### config.mk
export PLATFORM = sky130hd
export DESIGN_NAME = per_bit_debounce_change_latch_core
export DESIGN_NICKNAME = d
export VERILOG_FILES = /design/src/sv/dbc_pkg.sv /design/src/sv/dbc_bit_cell.sv /design/src/sv/per_bit_debounce_change_latch_core.sv
export SDC_FILE = /design/constraint.sdc
export NUM_CORES = 1
export LEC_CHECK = 0
export ABC_AREA = 1
export CAP_MARGIN = 10
export CORE_MARGIN = 2
export CORE_UTILIZATION = 54
export CTS_CLUSTER_DIAMETER = 200
export CTS_CLUSTER_SIZE = 28
export DETAILED_ROUTE_END_ITERATION = 7
export DONT_BUFFER_PORTS = 1
export MAX_ROUTING_LAYER = met4
export PLACE_DENSITY = 0.68
export SYNTH_ARGS = -nofsm -noshare
export SYNTH_HDL_FRONTEND = slang
export SYNTH_SLANG_ARGS = --single-unit
### constraint.sdc
create_clock -name clk -period 3.4 [get_ports clk]
set_input_delay 0.17 -clock clk [delete_from_list [all_inputs] [get_ports clk]]
set_output_delay 0.17 -clock clk [all_outputs]
set_load 0.005 [all_outputs]
### src/sv/dbc_pkg.sv
// shared types and constants for the per-bit debounce and change latch
`default_nettype none
package dbc_pkg;

  localparam int BUTTON_COUNT_DEF = 16;
  localparam int RAW_W            = 16;
  localparam int PLANE_W          = 16;
  localparam int CNT_W            = 8;
  localparam int BYTE_W           = 8;

  localparam logic [CNT_W-1:0] THRESH_RESET = 8'h04;

  typedef enum logic {
    CMD_SAMPLE = 1'b0,
    CMD_READ   = 1'b1
  } cmd_t;

  // per-step control handed to every button cell
  typedef struct packed {
    logic             step;
    logic [CNT_W-1:0] threshold;
  } cell_ctrl_t;

endpackage
`default_nettype wire

### src/sv/dbc_bit_cell.sv
// one button: candidate bit, stable counter and debounced live bit
`default_nettype none
module dbc_bit_cell (
  input  logic               clk,
  input  logic               rst,
  input  dbc_pkg::cell_ctrl_t ctrl,
  input  logic               raw_bit,
  output logic               live_bit,
  output logic               commit
);
  import dbc_pkg::*;

  logic             cand;
  logic [CNT_W-1:0] cnt;
  logic [CNT_W-1:0] cnt_inc;
  logic             live;

  assign cnt_inc  = cnt + {{(CNT_W-1){1'b0}}, 1'b1};
  assign commit   = (raw_bit == cand) && (raw_bit != live) && (cnt_inc >= ctrl.threshold);
  assign live_bit = live;

  always_ff @(posedge clk) begin
    if (rst) begin
      cand <= 1'b0;
      cnt  <= '0;
      live <= 1'b0;
    end else if (ctrl.step) begin
      priority if (raw_bit != cand) begin
        cand <= raw_bit;
        cnt  <= '0;
      end else if (raw_bit != live) begin
        if (commit) begin
          live <= raw_bit;
          cnt  <= '0;
        end else begin
          cnt <= cnt_inc;
        end
      end else begin
        cnt <= '0;
      end
    end
  end

endmodule
`default_nettype wire

### src/sv/per_bit_debounce_change_latch_core.sv
// top level: input register, byte remap, button cells, change latch and result register
// an accepted item passes through the input register, then the result register that presents it
// one item per cycle while results are taken; the input register refills while a result waits
// a stalled output holds one result in the output register and one item in the input register
// reset (synchronous, active high) clears live state, candidates, counters, mask and irq
// reset sets the debounce threshold to 4 and empties both registers
`default_nettype none
module per_bit_debounce_change_latch_core #(
  parameter int BUTTON_COUNT = dbc_pkg::BUTTON_COUNT_DEF
) (
  input  logic                        clk,
  input  logic                        rst,
  input  logic                        in_valid,
  output logic                        in_ready,
  input  logic                        cmd,
  input  logic [dbc_pkg::RAW_W-1:0]   raw_word,
  output logic                        out_valid,
  input  logic                        out_ready,
  output logic                        any_changed,
  output logic                        irq_pending,
  output logic [dbc_pkg::PLANE_W-1:0] event_plane,
  output logic [dbc_pkg::PLANE_W-1:0] change_plane,
  output logic [dbc_pkg::PLANE_W-1:0] live_buttons,
  input  logic                        cfg_wr_en,
  input  logic [dbc_pkg::CNT_W-1:0]   cfg_wr_data
);
  import dbc_pkg::*;

  localparam int NBYTES = (BUTTON_COUNT + BYTE_W - 1) / BYTE_W;

  // input register
  logic             in_q_valid;
  cmd_t             cmd_q;
  logic [RAW_W-1:0] raw_q;
  logic             adv;

  // debounce threshold register
  logic [CNT_W-1:0] thr;

  // button state and change latch
  logic [BUTTON_COUNT-1:0] raw_map;
  logic [BUTTON_COUNT-1:0] live_vec;
  logic [BUTTON_COUNT-1:0] commit_vec;
  logic [BUTTON_COUNT-1:0] live_next;
  logic [BUTTON_COUNT-1:0] change_mask;
  logic [BUTTON_COUNT-1:0] change_mask_next;
  logic                    irq_flag;
  logic                    irq_flag_next;
  logic                    any_commit;
  cell_ctrl_t              ctrl;

  // planes fitted to the port width
  logic [PLANE_W-1:0] live_fit;
  logic [PLANE_W-1:0] live_next_fit;
  logic [PLANE_W-1:0] mask_fit;

  // result register
  logic               res_valid;
  logic               res_any;
  logic               res_irq;
  logic [PLANE_W-1:0] res_event;
  logic [PLANE_W-1:0] res_change;
  logic [PLANE_W-1:0] res_live;

  // the item in the input register moves on when the result register is empty or its result is taken
  assign adv      = in_q_valid && (!res_valid || out_ready);
  assign in_ready = !in_q_valid || adv;

  always_ff @(posedge clk) begin
    if (rst) begin
      in_q_valid <= 1'b0;
    end else if (in_ready) begin
      in_q_valid <= in_valid;
    end
  end

  always_ff @(posedge clk) begin
    if (in_valid && in_ready) begin
      cmd_q <= cmd_t'(cmd);
      raw_q <= raw_word;
    end
  end

  always_ff @(posedge clk) begin
    if (rst) begin
      thr <= THRESH_RESET;
    end else if (cfg_wr_en) begin
      thr <= cfg_wr_data;
    end
  end

  // byte order reversal: byte k of the raw word lands in byte NBYTES-1-k,
  // bits from beyond the raw word read as zero
  for (genvar i = 0; i < BUTTON_COUNT; i++) begin : g_remap
    localparam int SRC = (NBYTES - 1 - i / BYTE_W) * BYTE_W + (i % BYTE_W);
    if (SRC < RAW_W) begin : g_src
      assign raw_map[i] = raw_q[SRC];
    end else begin : g_zero
      assign raw_map[i] = 1'b0;
    end
  end

  // cells only step on a sample; a read leaves every button untouched
  assign ctrl = {adv && (cmd_q == CMD_SAMPLE), thr};

  for (genvar i = 0; i < BUTTON_COUNT; i++) begin : g_cell
    dbc_bit_cell u_cell (
      .clk      (clk),
      .rst      (rst),
      .ctrl     (ctrl),
      .raw_bit  (raw_map[i]),
      .live_bit (live_vec[i]),
      .commit   (commit_vec[i])
    );
  end

  assign any_commit = |commit_vec;
  // a commit always flips its live bit
  assign live_next  = live_vec ^ commit_vec;

  // change latch: a sample accumulates commits, a read latches the live state
  // and clears mask and irq (live and latch agree right after the read)
  always_comb begin
    change_mask_next = change_mask;
    irq_flag_next    = irq_flag;
    if (adv) begin
      unique case (cmd_q)
        CMD_SAMPLE: begin
          change_mask_next = change_mask | commit_vec;
          irq_flag_next    = irq_flag | any_commit;
        end
        CMD_READ: begin
          change_mask_next = '0;
          irq_flag_next    = 1'b0;
        end
        default: begin
          change_mask_next = change_mask;
          irq_flag_next    = irq_flag;
        end
      endcase
    end
  end

  always_ff @(posedge clk) begin
    if (rst) begin
      change_mask <= '0;
      irq_flag    <= 1'b0;
    end else begin
      change_mask <= change_mask_next;
      irq_flag    <= irq_flag_next;
    end
  end

  // fit button vectors to the plane width, zero above the button count
  for (genvar b = 0; b < PLANE_W; b++) begin : g_fit
    if (b < BUTTON_COUNT) begin : g_bit
      assign live_fit[b]      = live_vec[b];
      assign live_next_fit[b] = live_next[b];
      assign mask_fit[b]      = change_mask[b];
    end else begin : g_pad
      assign live_fit[b]      = 1'b0;
      assign live_next_fit[b] = 1'b0;
      assign mask_fit[b]      = 1'b0;
    end
  end

  // result register: loads on advance, empties when taken
  always_ff @(posedge clk) begin
    if (rst) begin
      res_valid <= 1'b0;
    end else if (adv) begin
      res_valid <= 1'b1;
    end else if (out_ready) begin
      res_valid <= 1'b0;
    end
  end

  always_ff @(posedge clk) begin
    if (adv) begin
      res_irq <= irq_flag_next;
      unique case (cmd_q)
        CMD_SAMPLE: begin
          res_any    <= any_commit;
          res_event  <= '0;
          res_change <= '0;
          res_live   <= live_next_fit;
        end
        CMD_READ: begin
          res_any    <= 1'b0;
          res_event  <= live_fit;
          res_change <= mask_fit;
          res_live   <= live_fit;
        end
        default: begin
          res_any    <= 1'b0;
          res_event  <= '0;
          res_change <= '0;
          res_live   <= live_fit;
        end
      endcase
    end
  end

  assign out_valid    = res_valid;
  assign any_changed  = res_any;
  assign irq_pending  = res_irq;
  assign event_plane  = res_event;
  assign change_plane = res_change;
  assign live_buttons = res_live;

  // a read always leaves the interrupt cleared
  a_read_clears_irq: assert property (@(posedge clk) disable iff (rst)
    (adv && (cmd_q == CMD_READ)) |=> !irq_flag)
    else $error("irq still set after a read");

  // pending changes always come with a pending interrupt
  a_mask_implies_irq: assert property (@(posedge clk) disable iff (rst)
    (|change_mask) |-> irq_flag)
    else $error("change mask set without irq");

  // live state only moves on a sample step
  a_live_only_on_sample: assert property (@(posedge clk) disable iff (rst)
    !ctrl.step |=> $stable(live_vec))
    else $error("live state changed without a sample");

  // a reported change is always reported with the interrupt raised
  a_change_raises_irq: assert property (@(posedge clk) disable iff (rst)
    (res_valid && res_any) |-> res_irq)
    else $error("change reported without irq");

  // the input register never holds an item it cannot pass on while the result is free
  a_no_stuck_item: assert property (@(posedge clk) disable iff (rst)
    (in_q_valid && !res_valid) |-> adv)
    else $error("item held although result register is empty");

endmodule
`default_nettype wire

==> results.cfg <==
[logic_synthesis]
synth_flop_cell = dfxtp_1
synthArstFlopShare_pct = 0
synth.largest_area_cell = dfxtp_1
yosysWarnings = 0
ys_seq_elements = 254
synth_top_area_share_pct = 26.1
synth_area_mm2 = 0.0143
synthCells = 1777
yosysSeqAreaShare_pct = 40.1
postSynthAreaPerCell_um2 = 8.07
ys_top_cells_by_area = dfxtp_1 (26%), edfxtp_1 (14%), nand2_1 (14%)
synth-edff-count = 67
synth.distinct_cells = 30
synth_fp_nets = 1951

[floorplanning]
ios = 82
rows = 59
die_x_um = 167
start_util_pct = 55.0
core_mm2 = 0.0261
dieArea_mm2 = 0.0279
fp.dieH_um = 167

[critical_path]
path_buf_inv = 0
setup.worst_path.class = register to register
rr_worst_depth = 14
r2r_start = g_cell[4].u_cell.cnt[0]
slowest_stage = dfxtp_1
rrSetupSlack_ns = 0.61
cp-start-kind = register
r2r_end = irq_pending
arrival_ns = 3.05
endpoint_kind = register
crit_path_frequent_cell = nand2_1
cp_max_fo = 5
critical_path.cell_chain = nand3_1 > nand3b_1 > nand3b_1 > xnor2_1 > ha_1 > a21oi_1 > o21a_1 > nand2_1 > nand2_1 > nand2_1 > nor2_1 > nand2_1 > o21ai_1 > nand2_1
required_ns = 3.66
critPathMaxStageDelay_ns = 0.42
critPathTopFamily = simple AND/OR/NAND/NOR gates

[clock_tree]
htree_levels = 1
cts_setup_buffers = 0
cts.clk_slew.worst_paths_ns = 0.11
cts_max_path_buffers = 3
clock_latency_ns = 0.50
cts_resized = 0
hold_buffers = 30
cts_tree = built
cts_buffers = 13
cts_root_buf = clkbuf_16
cts_sinks = 254

[flow_run]
drv_cap = 0

[place]
gp_congestion = 0.842
hpwlAfterDp_um = 22100
dp_cells = 2084
io_buffers = 0

[layout]
final_cell_mix = nand2_1 (521), a21oi_1 (195), dfxtp_1 (187)
instances_no_fill = 2135
final_nets = 1968
final_common_cell = nand2_1
layout-area-overhead-vs-synth_pct = 7.46
antennaDiodeCount = 0
fill_cells = 2374
drive_gt1_share_pct = 2.89

[global_route]
antenna_found_initial = 0
grt_max_degree = 147
grt_overflow_total = 0
grt.total_usage_pct = 24.3
grt_pass1_wl_um = 53900
grt_pass1_vias = 10856

[power]
total_power_mw = 5.47
leakage_nw = 7.38
power_density_mw_per_mm2 = 355
vdd_drop_max_uv = 495

[sta]
period_share_pct = 82.0
tightest_slew_ns = 0.923
finalSetupTns_ns = 0
hold_violations = 0
fmax_mhz = 359
slew_violations = 0
rsz0062_at_grt = no
max_slew_margin_pct = 38.4
setup_viol = 0
layout_min_cycle_time_ns = 2.79
skew_ns = 0.0416

[route]
vias = 11214
dr_wl_met3_um = 1180
drtIter0Drc = 673
wl_met2_um = 16000
highest-signal-layer = met4
post_drt_via_cell_ratio = 5.25
wl_um = 33000
ant_nets = 0
drt-met1-wl_um = 15000
drtPass1Iterations = 5
wl_per_cell_um = 15.5
post-route-drc-count = 0

[hold_path]
min_delay_path_depth = 2
worst_hold_path.endpoint = thr[1]
hp-start = cfg_wr_en
hp-class = primary input to register

[run_status]
run_status = completed
worst max path at each step:
stage / start / end / slack (ns) / cells past startpoint
after global placement: g_cell[14].u_cell.cnt[0] / irq_pending / 0.69 / 16
after floorplan: out_valid / g_cell[0].u_cell.live_bit / 0.74 / 7
final: g_cell[4].u_cell.cnt[0] / irq_pending / 0.61 / 14
after CTS: g_cell[14].u_cell.cnt[0] / irq_pending / 0.61 / 16
after detailed placement: g_cell[14].u_cell.cnt[0] / irq_pending / 0.66 / 16
after global routing: g_cell[14].u_cell.cnt[0] / irq_pending / 0.32 / 16
cells in the mapped netlist, types with 4 or more instances:
master,number
buf_4,12
edfxtp_1,67
dfxtp_1,187
xnor2_1,36
buf_1,5
nand3b_1,48
o21a_1,15
o211a_1,16
o21ai_0,27
nor2_1,123
clkbuf_1,27
nand2_1,521
a211oi_1,8
o21bai_1,11
nor4_4,8
inv_1,178
ha_1,144
nand3_1,40
a21oi_1,195
nor2_2,4
xor2_1,92
registers in the layout (all words and copies together) (netlist names):
signal,flops
g_cell.u_cell.live_bit,16
any_changed,1
change_mask,16
event_plane,16
irq_pending,1
out_valid,1
g_cell.u_cell.cand,16
g_cell.u_cell.cnt,128
raw_q,16
irq_flag,1
cmd_q,1
in_q_valid,1
thr,8
live_buttons,16
change_plane,16
power by group:
group          switching, mW  total (mW)  leakage, nW  internal [mW]
clock network           1.00        1.75        0.180          0.744
registers             0.0425        3.20         2.16           3.16
logic                  0.360       0.523         5.04          0.163
total                   1.41        5.47         7.38           4.06
layer usage:
metal,GRT usage (%),up-vias
met1,30.7,5189
met4,6.11,0
met2,42.3,185
met3,2.04,45
li1,-,5795
met5,-,-
cell families (layout without fill, tap and decap cells):
kind of cell             count (synthesis)  after routing  share of synthesized area [%]
AND/OR/NAND/NOR                        749            749                           22.5
buffers and inverters                  229            252                           6.38
flip-flops                             254            254                           40.1
AO/OA/AOI/OAI                          273            273                           10.7
XOR/XNOR                               128            128                           7.82
adder cells (fa/ha/maj)                144            144                           12.6
metrics by stage:
stage | setup slack (ns) | area (um^2) | util, % | hold slack, ns
floorplan | 0.739 | 14300 | - | 0.269
detailed placement | 0.656 | 14700 | 56.5 | 0.254
global placement | 0.694 | 14700 | 56.5 | 0.250
CTS | 0.610 | 15400 | 59.2 | 0.00483
finish | 0.612 | 15400 | 59.2 | 0.0256
global route | 0.323 | 15400 | 59.2 | 0.0543
layout make-up:
type,count,area [um^2],share of cell area [%]
Sequential cell,254,5760,37.3
Tap cell,335,419,2.72
Multi-Input combinational cell,1294,7670,49.8
Inverter,182,686,4.45
Timing Repair Buffer,49,498,3.23
Clock inverter,1,30.0,0.195
Clock buffer,20,352,2.28
Note: power is estimated with default switching activity, not from simulation.
